### config.mk
export PLATFORM = sky130hd
export DESIGN_NAME = arfq_div
export DESIGN_NICKNAME = d
export VERILOG_FILES = /design/src/hdl/audio_rate_repeat_fifo_top_macros.svh /design/src/hdl/arfq_pkg.sv /design/src/hdl/arfq_div.sv
export SDC_FILE = /design/constraint.sdc
export NUM_CORES = 1
export LEC_CHECK = 0
export ABC_AREA = 0
export CAP_MARGIN = 30
export CORE_MARGIN = 5
export CORE_UTILIZATION = 26
export DETAILED_ROUTE_END_ITERATION = 10
export DONT_BUFFER_PORTS = 1
export GPL_TIMING_DRIVEN = 1
export PLACE_DENSITY = 0.43
export SYNTH_ARGS = -nofsm -noshare
export SYNTH_HDL_FRONTEND = slang
export SYNTH_SLANG_ARGS = --single-unit
### constraint.sdc
create_clock -name clk_i -period 2.35 [get_ports clk_i]
set_clock_uncertainty 0.05 [all_clocks]
set_input_delay 0.235 -clock clk_i [delete_from_list [all_inputs] [get_ports clk_i]]
set_output_delay 0.235 -clock clk_i [all_outputs]
set_load 0.03 [all_outputs]
### src/hdl/audio_rate_repeat_fifo_top_macros.svh
// ----------------------------------------------------------------------------
// audio_rate_repeat_fifo_top_macros.svh
// Assertion helpers shared by the rate-repeat FIFO RTL.
// ----------------------------------------------------------------------------
`ifndef AUDIO_RATE_REPEAT_FIFO_TOP_MACROS_SVH
`define AUDIO_RATE_REPEAT_FIFO_TOP_MACROS_SVH

// same-cycle implication, checked out of reset
`define ARFQ_ASSERT_NOW(label, ante, cons, msg) \
  label: assert property (@(posedge clk_i) disable iff (!rst_ni) (ante) |-> (cons)) \
    else $error(msg);

// next-cycle implication, checked out of reset
`define ARFQ_ASSERT_NEXT(label, ante, cons, msg) \
  label: assert property (@(posedge clk_i) disable iff (!rst_ni) (ante) |=> (cons)) \
    else $error(msg);

`endif

### src/hdl/arfq_pkg.sv
// ----------------------------------------------------------------------------
// arfq_pkg
// Shared types and constants of the rate-repeat frame FIFO.
// ----------------------------------------------------------------------------
`default_nettype none

package arfq_pkg;

  localparam int SAMPLE_W    = 8;
  localparam int SCALE_SHIFT = 8;
  localparam int OUT_W       = 16;
  localparam int FRAME_W     = 2 * OUT_W;
  localparam int DEV_W       = 18;
  localparam int SRC_W       = 16;
  localparam int SUM_W       = DEV_W + 1;       // phase + device_rate
  localparam int COUNT_W     = 15;              // reported counts
  localparam int DIV_CNT_W   = $clog2(SUM_W);
  localparam int CFG_IDX_W   = 2;
  localparam int CFG_DATA_W  = DEV_W;

  localparam logic [DEV_W-1:0] DEV_RATE_RST = DEV_W'(48000);
  localparam logic [SRC_W-1:0] SRC_RATE_RST = SRC_W'(13379);

  // register indexes
  localparam logic [CFG_IDX_W-1:0] CFG_ENABLE      = 2'd0;
  localparam logic [CFG_IDX_W-1:0] CFG_DEVICE_RATE = 2'd1;
  localparam logic [CFG_IDX_W-1:0] CFG_SOURCE_RATE = 2'd2;

  // item kinds
  localparam logic KIND_SUBMIT = 1'b0;
  localparam logic KIND_READ   = 1'b1;

  typedef enum logic [2:0] {
    ST_IDLE,
    ST_DIV,
    ST_WRITE,
    ST_RDWAIT,
    ST_DONE
  } state_e;

  typedef struct packed {
    logic             done;
    logic [SUM_W-1:0] quot;
    logic [SRC_W-1:0] rem;
  } div_rsp_t;

endpackage

`default_nettype wire

### src/hdl/arfq_div.sv
// ----------------------------------------------------------------------------
// arfq_div
// Restoring divider, one quotient bit per cycle; done pulses in the cycle after
// the last step, together with the final quotient and remainder.
// ----------------------------------------------------------------------------
`default_nettype none

module arfq_div
  import arfq_pkg::*;
(
  input  wire logic             clk_i,
  input  wire logic             rst_ni,
  input  wire logic             start_i,
  input  wire logic [SUM_W-1:0] dividend_i,
  input  wire logic [SRC_W-1:0] divisor_i,
  output div_rsp_t              rsp_o
);

  localparam logic [DIV_CNT_W-1:0] LAST_STEP = DIV_CNT_W'(SUM_W - 1);

  logic                 busy_q, busy_d;
  logic                 done_q, done_d;
  logic [DIV_CNT_W-1:0] cnt_q, cnt_d;
  logic [SUM_W-1:0]     num_q, num_d;   // dividend shifting out, quotient in
  logic [SRC_W-1:0]     rem_q, rem_d;
  logic [SRC_W-1:0]     div_q, div_d;
  logic [SRC_W:0]       shifted;
  logic                 ge;

  always_comb begin
    shifted = {rem_q, num_q[SUM_W-1]};
    ge      = shifted >= {1'b0, div_q};
    busy_d  = busy_q;
    done_d  = 1'b0;
    cnt_d   = cnt_q;
    num_d   = num_q;
    rem_d   = rem_q;
    div_d   = div_q;
    if (start_i) begin
      busy_d = 1'b1;
      cnt_d  = '0;
      num_d  = dividend_i;
      rem_d  = '0;
      div_d  = divisor_i;
    end else if (busy_q) begin
      rem_d = ge ? SRC_W'(shifted - {1'b0, div_q}) : shifted[SRC_W-1:0];
      num_d = {num_q[SUM_W-2:0], ge};
      cnt_d = cnt_q + 1'b1;
      if (cnt_q == LAST_STEP) begin
        busy_d = 1'b0;
        done_d = 1'b1;
      end
    end
  end

  always_ff @(posedge clk_i or negedge rst_ni) begin
    if (!rst_ni) begin
      busy_q <= 1'b0;
      done_q <= 1'b0;
      cnt_q  <= '0;
    end else begin
      busy_q <= busy_d;
      done_q <= done_d;
      cnt_q  <= cnt_d;
    end
  end

  always_ff @(posedge clk_i) begin
    num_q <= num_d;
    rem_q <= rem_d;
    div_q <= div_d;
  end

  assign rsp_o = '{done: done_q, quot: num_q, rem: rem_q};

endmodule

`default_nettype wire

==> results of run 1 <==
[power by group through the flow]
stage	registers [W]	logic [W]	clock network [W]
after floorplan	0.00128	0.000210	0
after global placement	0.00127	0.000301	0
after detailed placement	0.00128	0.000303	0
after CTS	0.00126	0.000367	0.00140
after global routing	0.00126	0.000434	0.00146
final	0.00126	0.000394	0.00136
[cells in the mapped netlist (all sizes together), types with 2 or more instances]
library cell  instances  area (sq um)
a211oi                2          27.5
a21o                  2          16.3
a21oi                18          90.1
a311oi               10          93.8
a31oi                 3          18.8
and2                  2          12.5
and3                  2          12.5
buf                   7          42.5
clkbuf                7          76.3
dfrtp                 7           175
dfxtp                16           320
edfxtp               35          1050
ha                   18           225
inv                  22          82.6
mux2                 19           214
mux2i                 4          40.0
nand2                25          93.8
nand2b                6          37.5
nand3                 9          45.0
nand3b                2          15.0
nand4                 5          37.5
nand4b                2          17.5
nor2                 28           105
nor3                  4          20.0
nor3b                 4          35.0
o2111ai               3          26.3
o21a                  4          30.0
o21ai                13          68.8
o221ai                4          35.0
o311ai                2          17.5
o31a                  2          17.5
or3                   4          25.0
xnor2                 6          52.6
xor2                  4          35.0
[state kept, by name, indices dropped and copies added, names as in the netlist]
signal / count
busy_q: 1
div_q: 16
done_q: 1
rem_q: 16
cnt_q: 5
num_q: 19
[metal layers]
metal	global-route usage (%)	vias to the layer above	wire length, um
met5	0	-	0
met4	6.02	0	209
met3	4.36	16	491
met2	19.7	53	4320
met1	16.1	1298	4380
li1	-	1357	-
[per-stage QoR]
stage                     total power [W]  instance area, sq um  hold WS [ns]  setup slack (ns)
after detailed placement          0.00158                  3910        -0.110           -0.0512
after global placement            0.00158                  3910        -0.110           -0.0501
after CTS                         0.00303                  4500        0.0269           -0.0191
after global routing              0.00315                  4760        0.0262            -0.176
after floorplan                   0.00149                  3400        -0.111            -0.148
final                             0.00301                  4760        0.0515           -0.0385
[how the worst max path moves through the flow]
stage                          from   endpoint  slack [ns]  depth (start not counted)
after detailed placement   div_q[8]   rem_q[0]       -0.05                          8
after floorplan           num_q[18]  rem_q[10]       -0.15                          9
after global routing      num_q[18]  rem_q[10]       -0.18                          9
after CTS                 num_q[18]  rem_q[10]       -0.02                          9
final                     num_q[18]  rem_q[10]       -0.04                          9
after global placement     div_q[8]   rem_q[0]       -0.05                          8
[critical path, stage by stage (launching register included)]
cell      delay [ns]
edfxtp_1        0.40
inv_2           0.10
ha_4            0.14
fa_2            0.19
and2b_1         0.19
o31a_1          0.28
o31a_1          0.26
o21ai_1         0.10
or3b_1          0.36
a311oi_2        0.23
[cell families after synthesis]
| family | Yosys count | share of synthesized area [%] |
|---|---|---|
| AOI/OAI and AO/OA | 72 | 15.6 |
| xor gates and xnor gates | 10 | 2.58 |
| adders and majority gates | 19 | 7.24 |
| buffers and inverters | 37 | 6.05 |
| DFF | 58 | 45.6 |
| muxes | 23 | 7.49 |
| and+or+nand+nor | 101 | 15.4 |
[repair_timing]
action,4_1_cts,5_1_grt
setup buffers,3,10
gates resized for setup,12,33
pin swaps,2,11
cloned,0,2
endpoints found under the hold margin,56,0
hold buffers,18,0
endpoints found under the setup margin,9,15
[final cells by class]
cell class | instances | area (sq um) | area share, %
clock inverters | 7 | 83.8 | 1.76
clock buffers | 9 | 225 | 4.73
multi-input cells | 225 | 1860 | 39.1
inverters | 23 | 86.3 | 1.81
repair buffers | 86 | 741 | 15.6
flip-flops and latches | 58 | 1550 | 32.5
well taps | 172 | 215 | 4.52
==> load_flow_metrics.sql, run 1 <==
INSERT INTO impl_metrics (metric_group, metric, value, unit) VALUES
('global_route', 'track_usage', '12.8', '%'),
('finish', 'antennaDiodeCount', '0', ''),
('finish', 'drive_above_1_share', '34.6', '%'),
('clocking', 'clock_insertion_delay_worst_skew', '0.33', 'ns'),
('routing', 'ant_nets', '0', ''),
('placed_design', 'gp_routability_congestion', '0.788', ''),
('floorplan', 'floorplan.initialDensity', '26.6', '%'),
('floorplan', 'design.portCount', '74', ''),
('routing', 'drc', '0', ''),
('hold_path', 'hold_start', 'start_i', ''),
('finish', 'instances_no_fill', '580', ''),
('sta', 'slew_viol_final', '0', ''),
('sta', 'finalWorstPathRequiredPeriod', '2.39', 'ns'),
('synthesis', 'avgSynthCellArea', '10.6', 'sq um'),
('finish', 'final_layout_net_count', '460', ''),
('synthesis', 'synth-main-ff-cell', 'edfxtp_1', ''),
('global_route', 'grt_antenna_before_repair', '0', ''),
('pwr', 'switching_share', '24.7', '%'),
('floorplan', 'placement_rows', '41', ''),
('pwr', 'p_switching', '0.000744', 'W'),
('pwr', 'power_frac_comb', '13.1', '%'),
('synthesis', 'synth_edf_count', '35', ''),
('finish', 'most_frequent_cells_in_the_layout', 'buf_4, edfxtp_1, nor2_1', ''),
('status', 'outcome', 'complete, but fails checks', ''),
('synthesis', 'proportion_of_synthesized_chip_area_in_sequential_cells', '45.6', '%'),
('clocking', 'cts_buffer_depth', '2', ''),
('sta', 'fin_crit_sh', '102', '%'),
('routing', 'dr_total_vias', '2724', ''),
('floorplan', 'die_width', '124', 'um'),
('routing', 'avgViaCountPerCell', '4.70', ''),
('pwr', 'power.sequential.fraction', '41.7', '%'),
('synthesis', 'postSynth.asyncResetShare', '12.1', '%'),
('synthesis', 'syn-num-nets', '377', ''),
('global_route', 'wire_length_of_the_first_global_routing_pass', '14700', 'um'),
('finish', 'areaGrowthSynthToFinish', '40.4', '%'),
('hold_path', 'hp-class', 'in2reg', ''),
('status', 'failed_checks', 'negative setup slack', ''),
('floorplan', 'fp.coreArea', '0.0127', 'sq mm'),
('setup_path', 'critical_path.reg2reg.startpoint', 'num_q[18]', ''),
('global_route', 'grt_max_degree', '40', ''),
('synthesis', 'postSynthCellCount', '320', ''),
('sta', 'worst_slew_margin_rel', '70.1', '%'),
('routing', 'drtIter0Drc', '170', ''),
('setup_path', 'timing.rr.end', 'rem_q[10]', ''),
('clocking', 'tritoncts', 'yes', ''),
('setup_path', 'cp.arrival', '2.59', 'ns'),
('routing', 'routedWlPerCell', '16.2', 'um'),
('clocking', 'cts_num_sinks', '58', ''),
('setup_path', 'critPathRequiredTime', '2.55', 'ns'),
('pwr', 'ir_worst_vdd', '0.330', 'mV'),
('setup_path', 'type_of_destination_of_the_critical_path', 'flop', ''),
('clocking', 'clk_transition_reported_paths', '0.05', 'ns'),
('setup_path', 'critPathLaunchType', 'flop', ''),
('sta', 'worst_slack', '-0.0385', 'ns'),
('pwr', 'pwr-share-clk', '45.3', '%'),
('placed_design', 'hpwl', '6570', 'um'),
('setup_path', 'path_max_fanout', '3', ''),
('pwr', 'power_report.internal_total', '0.00227', 'W'),
('sta', 'setup-tns-final', '-0.0468', 'ns'),
('placed_design', 'buffer_ports.inserted', '0', ''),
('sta', 'setup_violations', '2', ''),
('synthesis', 'synth-seq-cells', '58', ''),
('synthesis', 'yosys_warnings', '0', ''),
('finish', 'layout_commonest_cell', 'buf_4', ''),
('sta', 'setup_repair_after_global_routing_missed_its_margin', 'yes', ''),
('sta', 'timing_worst_slew_pin_value', '0.449', 'ns'),
('clocking', 'ctsHtreeMaxLevel', '3', ''),
('routing', 'wl', '9390', 'um'),
('floorplan', 'fp.dieArea', '0.0154', 'sq mm'),
('global_route', 'first_global_vias', '2815', ''),
('hold_path', 'timing.hold.worst_endpoint', 'rem_q[1]', '');
Power figures use the tool's default switching activity.
==> run 2, diff against run 1 <==
--- a/config.mk
+++ b/config.mk
@@ -7,12 +7,15 @@
 export LEC_CHECK = 0
 export ABC_AREA = 0
 export CAP_MARGIN = 30
+export CELL_PAD_IN_SITES_DETAIL_PLACEMENT = 2
+export CELL_PAD_IN_SITES_GLOBAL_PLACEMENT = 2
 export CORE_MARGIN = 5
 export CORE_UTILIZATION = 26
 export DETAILED_ROUTE_END_ITERATION = 10
 export DONT_BUFFER_PORTS = 1
 export GPL_TIMING_DRIVEN = 1
-export PLACE_DENSITY = 0.43
+export PLACE_DENSITY = 0.6
 export SYNTH_ARGS = -nofsm -noshare
 export SYNTH_HDL_FRONTEND = slang
 export SYNTH_SLANG_ARGS = --single-unit
+export TNS_END_PERCENT = 10
==> load_flow_metrics.sql, run 2 (synthesized netlist as in run 1, its figures left out) <==
INSERT INTO impl_metrics (metric_group, metric, value, unit) VALUES
('pwr', 'leak_pwr', '1.82', 'nW'),
('finish', 'regMostFlops', 'num_q', ''),
('clocking', 'post_cts_setup_buffer_count', '0', ''),
('routing', 'drc', '0', ''),
('global_route', 'first_global_vias', '3201', ''),
('finish', 'fill_count', '1422', ''),
('sta', 'final_hold_viol_count', '0', ''),
('global_route', 'busiest_layer', 'met2', ''),
('placed_design', 'gp_routability_congestion', '0.833', ''),
('placed_design', 'hpwl', '7940', 'um'),
('setup_path', 'timing.setup.critical_path_class', 'reg2reg', ''),
('clocking', 'clock_insertion_delay_worst_skew', '0.34', 'ns'),
('placed_design', 'dp_slack', '-0.238', 'ns'),
('clocking', 'clock_tree.root_cell', 'clkbuf_16', ''),
('setup_path', 'cp.arrival', '2.69', 'ns'),
('floorplan', 'fp.coreArea', '0.0127', 'sq mm'),
('finish', 'top_flop_regs', 'num_q: 19 flops, div_q: 16 flops, rem_q: 16 flops', ''),
('sta', 'worst_slew_margin_rel', '70.4', '%'),
('finish', 'drive_above_1_share', '32.3', '%'),
('status', 'failed_checks', 'negative setup slack', ''),
('global_route', 'track_usage', '15.1', '%'),
('sta', 'maxClockFrequency', '0.402', 'GHz'),
('finish', 'utilization', '36.0', '%'),
('setup_path', 'critPathLaunchType', 'flop', ''),
('run', 'cap_viol_max_count', '0', ''),
('pwr', 'design_power_total', '0.00286', 'W'),
('routing', 'ant_nets', '0', ''),
('floorplan', 'die_h', '124', 'um'),
('sta', 'setup-tns-final', '-0.270', 'ns'),
('sta', 'finalWorstPathRequiredPeriod', '2.49', 'ns'),
('routing', 'wl', '10800', 'um'),
('finish', 'layout.area.seq', '0.00155', 'sq mm'),
('sta', 'fin_crit_sh', '106', '%'),
('clocking', 'clk_transition_reported_paths', '0.06', 'ns'),
('sta', 'setup_violations', '4', ''),
('finish', 'final_layout_net_count', '454', ''),
('sta', 'timing_worst_slew_pin_value', '0.444', 'ns'),
('setup_path', 'type_of_destination_of_the_critical_path', 'flop', ''),
('finish', 'multi_input_area', '0.00180', 'sq mm'),
('setup_path', 'critPathRequiredTime', '2.56', 'ns'),
('routing', 'dr_total_vias', '2843', ''),
('clocking', 'ctsHtreeMaxLevel', '3', ''),
('sta', 'setup_repair_after_global_routing_missed_its_margin', 'yes', ''),
('floorplan', 'fp.dieArea', '0.0154', 'sq mm'),
('floorplan', 'die_width', '124', 'um'),
('routing', 'drtIter0Drc', '100', ''),
('global_route', 'gr-usage-met3', '3.91', '%'),
('finish', 'areaGrowthSynthToFinish', '35.3', '%'),
('routing', 'firstDrtPassIters', '4', ''),
('hold_path', 'hp-class', 'in2reg', ''),
('finish', 'antennaDiodeCount', '0', ''),
('clocking', 'tritoncts', 'yes', ''),
('finish', 'layout_commonest_cell', 'buf_4', ''),
('clocking', 'cts_inserted_buffers', '9', ''),
('global_route', 'grt_max_degree', '37', ''),
('floorplan', 'placement_rows', '41', ''),
('global_route', 'grt_use_met2', '25.5', '%'),
('finish', 'most_frequent_cells_in_the_layout', 'buf_4, edfxtp_1, nor2_1', ''),
('placed_design', 'buffer_ports.inserted', '0', ''),
('pwr', 'ir_worst_vdd', '0.420', 'mV'),
('global_route', 'globalRoute.totalOverflow', '0', ''),
('sta', 'fin_hold_ws', '0.0408', 'ns'),
('floorplan', 'design.portCount', '74', ''),
('finish', 'largest_register_ffs', '19', ''),
('sta', 'worst_slack', '-0.135', 'ns'),
('pwr', 'p_per_cell_area', '624', 'mW/mm^2'),
('clocking', 'cts_num_sinks', '58', ''),
('floorplan', 'floorplan.initialDensity', '26.6', '%'),
('sta', 'slew_viol_final', '0', ''),
('status', 'outcome', 'complete, but fails checks', ''),
('global_route', 'wire_length_of_the_first_global_routing_pass', '17200', 'um'),
('routing', 'avgViaCountPerCell', '4.95', ''),
('global_route', 'grt_antenna_before_repair', '0', ''),
('clocking', 'cts_buffer_depth', '2', ''),
('routing', 'routedWlPerCell', '18.8', 'um'),
('global_route', 'met1_track_usage_gr', '18.0', '%'),
('setup_path', 'path_max_fanout', '3', '');
run 2: where the power goes:
group | switching [W] | internal (W)
clock network | 0.000483 | 0.000735
logic | 0.000195 | 0.000193
registers | 0.000101 | 0.00115
run 2: path summary, 6_finish.rpt:
path | cells after the start | slack, ns | endpoint | startpoint
min in group asynchronous | 1 | 0.19 | cnt_q[2] | rst_ni
setup reg to reg | 9 | -0.14 | rem_q[10] | num_q[18]
hold / removal | 2 | 0.04 | num_q[0] | dividend_i[0]
setup / recovery | 9 | -0.14 | rem_q[10] | num_q[18]
hold reg to reg | 2 | 0.52 | cnt_q[4] | cnt_q[4]
max in group asynchronous | 1 | 1.81 | busy_q | rst_ni
run 2: area by class of cell:
cell class,count,share of cell area (%)
multi-input combinational,225,39.3
sequential,58,33.8
timing repair buffer,80,14.4
clock buffer,11,5.29
tap,172,4.69
inverter,23,1.88
clock inverter,5,0.655
run 2: metal layers:
metal,wire length (um),vias to the layer above,part of all wire (%)
li1,-,1343,-
met1,4740,1435,44
met2,5320,52,49
met3,506,13,4.7
met4,214,0,2.0
met5,0,-,0
run 2: repair_timing:
item,4_1_cts,5_1_grt
hold buffers,18,0
cloned,0,0
setup endpoints to repair,14,16
endpoints found under the hold margin,56,0
gates resized for setup,24,7
pin swaps,4,4
run 2: stage by stage:
stage,instances,cell area [sq um]
final,574,4580
after global placement,540,3950
after floorplan,320,3390
after CTS,574,4530
after global routing,574,4580
after detailed placement,540,3950
run 2: worst max-delay path, stage by stage, from the launching register on:
cell and delay, ns:
edfxtp_1 0.40, inv_2 0.08, ha_2 0.18, fa_2 0.20, and2b_1 0.20, o31a_1 0.28, o31a_1 0.28, o21ai_1 0.13
or3b_1 0.38, a311oi_2 0.23
==> run 3, diff against run 2 <==
--- a/config.mk
+++ b/config.mk
@@ -11,6 +11,7 @@
 export CELL_PAD_IN_SITES_GLOBAL_PLACEMENT = 2
 export CORE_MARGIN = 5
 export CORE_UTILIZATION = 26
+export CTS_BUF_LIST = sky130_fd_sc_hd__clkbuf_8 sky130_fd_sc_hd__clkbuf_16
 export DETAILED_ROUTE_END_ITERATION = 10
 export DONT_BUFFER_PORTS = 1
 export GPL_TIMING_DRIVEN = 1
==> load_flow_metrics.sql, run 3 (synthesized netlist as in run 1, its figures left out) <==
INSERT INTO impl_metrics (metric_group, metric, value, unit) VALUES
('status', 'outcome', 'complete, but fails checks', ''),
('status', 'failed_checks', 'negative setup slack', ''),
('global_route', 'wire_length_of_the_first_global_routing_pass', '17200', 'um'),
('finish', 'drive_above_1_share', '32.3', '%'),
('hold_path', 'hold_path_depth', '2', ''),
('routing', 'wl', '10800', 'um'),
('pwr', 'power.sequential.fraction', '43.9', '%'),
('pwr', 'leak_pwr', '1.83', 'nW'),
('finish', 'instances_no_fill', '574', ''),
('finish', 'largest_register_ffs', '19', ''),
('sta', 'setup_violations', '4', ''),
('run', 'cap_viol_max_count', '0', ''),
('pwr', 'power_frac_comb', '13.6', '%'),
('sta', 'worst_slew_margin_rel', '70.4', '%'),
('routing', 'drtIter0Drc', '100', ''),
('floorplan', 'placement_rows', '41', ''),
('pwr', 'pwr-share-clk', '42.5', '%'),
('setup_path', 'worstRegToRegCells', '9', ''),
('clocking', 'clock_tree.root_cell', 'clkbuf_16', ''),
('clocking', 'ctsHtreeMaxLevel', '3', ''),
('clocking', 'clock_insertion_delay_worst_skew', '0.34', 'ns'),
('floorplan', 'design.portCount', '74', ''),
('placed_design', 'dpl_cell_area', '0.00395', 'sq mm'),
('setup_path', 'critPathLaunchType', 'flop', ''),
('hold_path', 'hold_start', 'dividend_i[0]', ''),
('hold_path', 'timing.hold.worst_endpoint', 'num_q[0]', ''),
('pwr', 'design_power_total', '0.00286', 'W'),
('clocking', 'cts_buffer_depth', '2', ''),
('hold_path', 'hp-class', 'in2reg', ''),
('placed_design', 'buffer_ports.inserted', '0', ''),
('routing', 'dr_total_vias', '2843', ''),
('sta', 'setup-tns-final', '-0.270', 'ns'),
('sta', 'setup_repair_after_global_routing_missed_its_margin', 'yes', ''),
('floorplan', 'fp.dieArea', '0.0154', 'sq mm'),
('setup_path', 'reg2reg_slack', '-0.14', 'ns'),
('clocking', 'cts_inserted_buffers', '9', ''),
('routing', 'drc', '0', ''),
('sta', 'worst_slack', '-0.135', 'ns'),
('placed_design', 'hpwl', '7940', 'um'),
('clocking', 'clk_transition_reported_paths', '0.06', 'ns'),
('routing', 'firstDrtPassIters', '4', ''),
('sta', 'fin_crit_sh', '106', '%'),
('pwr', 'p_switching', '0.000779', 'W'),
('global_route', 'grt_antenna_before_repair', '0', ''),
('sta', 'finalWorstPathRequiredPeriod', '2.49', 'ns'),
('setup_path', 'critical_path.reg2reg.startpoint', 'num_q[18]', ''),
('setup_path', 'timing.rr.end', 'rem_q[10]', ''),
('finish', 'regMostFlops', 'num_q', ''),
('global_route', 'first_global_vias', '3201', ''),
('finish', 'finish.instance_area', '0.00458', 'sq mm'),
('placed_design', 'gp_routability_congestion', '0.833', ''),
('finish', 'top_flop_regs', 'num_q: 19 flops, div_q: 16 flops, rem_q: 16 flops', ''),
('routing', 'avgViaCountPerCell', '4.95', ''),
('finish', 'layout_commonest_cell', 'buf_4', ''),
('pwr', 'power_report.internal_total', '0.00208', 'W'),
('finish', 'fill_count', '1422', ''),
('clocking', 'post_cts_setup_buffer_count', '0', ''),
('floorplan', 'die_h', '124', 'um'),
('sta', 'maxClockFrequency', '0.402', 'GHz'),
('global_route', 'track_usage', '15.1', '%'),
('setup_path', 'critPathRequiredTime', '2.56', 'ns'),
('floorplan', 'die_width', '124', 'um'),
('setup_path', 'cp.arrival', '2.69', 'ns'),
('setup_path', 'type_of_destination_of_the_critical_path', 'flop', ''),
('pwr', 'ir_worst_vdd', '0.420', 'mV'),
('setup_path', 'path_max_fanout', '3', ''),
('sta', 'final_hold_viol_count', '0', ''),
('clocking', 'cts_num_sinks', '58', ''),
('floorplan', 'fp.coreArea', '0.0127', 'sq mm'),
('finish', 'final_layout_net_count', '454', ''),
('finish', 'antennaDiodeCount', '0', ''),
('sta', 'slew_viol_final', '0', ''),
('setup_path', 'timing.setup.critical_path_class', 'reg2reg', ''),
('finish', 'most_frequent_cells_in_the_layout', 'buf_4, edfxtp_1, nor2_1', ''),
('global_route', 'grt_max_degree', '37', ''),
('global_route', 'globalRoute.totalOverflow', '0', ''),
('placed_design', 'placed_cells', '540', ''),
('sta', 'timing_worst_slew_pin_value', '0.444', 'ns'),
('routing', 'ant_nets', '0', ''),
('pwr', 'p_per_cell_area', '623', 'mW/mm^2'),
('routing', 'routedWlPerCell', '18.8', 'um'),
('finish', 'areaGrowthSynthToFinish', '35.3', '%'),
('floorplan', 'floorplan.initialDensity', '26.6', '%'),
('clocking', 'tritoncts', 'yes', ''),
('pwr', 'switching_share', '27.3', '%');
[run 3: changes by cell type in the layout (fill, tap and decap cells not counted), sizes merged]
| cell | delta |
|---|---|
| clkbuf | -1 |
| inv | +1 |
[run 3: worst max path at each step]
stage / to / cells after the start / start / slack, ns
floorplan: rem_q[10] / 9 / num_q[18] / -0.15
global placement: rem_q[9] / 10 / div_q[10] / -0.14
detailed placement: rem_q[0] / 8 / div_q[8] / -0.24
CTS: rem_q[10] / 9 / num_q[18] / -0.14
global route: rem_q[10] / 9 / num_q[18] / -0.27
finish: rem_q[10] / 9 / num_q[18] / -0.14
[run 3: area by class of cell]
type / count / area, sq um / share of cell area, %
clock buffers: 10 / 239 / 5.21
clock inverters: 6 / 33.8 / 0.737
inverters: 23 / 86.3 / 1.88
multi-input cells: 225 / 1800 / 39.3
flip-flops and latches: 58 / 1550 / 33.8
well taps: 172 / 215 / 4.69
repair buffers: 80 / 659 / 14.4
[run 3: power by group through the flow]
stage | combinational [W] | clock (W) | sequential [W]
after global routing | 0.000428 | 0.00133 | 0.00126
after CTS | 0.000386 | 0.00126 | 0.00126
after global placement | 0.000312 | 0 | 0.00127
after floorplan | 0.000209 | 0 | 0.00128
after detailed placement | 0.000321 | 0 | 0.00128
final | 0.000388 | 0.00121 | 0.00126
[run 3: routing by layer]
metal | vias to the layer above | GRT usage (%) | part of all wire, %
li1 | 1343 | - | -
met2 | 52 | 25.5 | 49
met1 | 1435 | 18.0 | 44
met5 | - | 0 | 0
met3 | 13 | 3.91 | 4.7
met4 | 0 | 6.64 | 2.0
[run 3: through the flow]
step	util [%]	worst slack, ns	hold slack, ns
after global routing	36.0	-0.266	0.0293
after floorplan	-	-0.150	-0.111
after CTS	35.6	-0.144	0.0261
final	36.0	-0.135	0.0408
after detailed placement	31.1	-0.238	-0.110
after global placement	31.1	-0.145	-0.110
[run 3: worst max-delay path: stages, from the launching register on]
cell and delay, ns:
edfxtp_1 0.40, inv_2 0.08, ha_2 0.18, fa_2 0.20, and2b_1 0.20, o31a_1 0.28
o31a_1 0.28, o21ai_1 0.13, or3b_1 0.38, a311oi_2 0.23
[run 3: repair_timing]
| item | in CTS | in global routing |
|---|---|---|
| hold buffers | 18 | 0 |
| endpoints found under the hold margin | 56 | 0 |
| endpoints found under the setup margin | 14 | 16 |
| gates resized for setup | 24 | 7 |
| pin swaps | 4 | 4 |
| gates cloned | 0 | 0 |
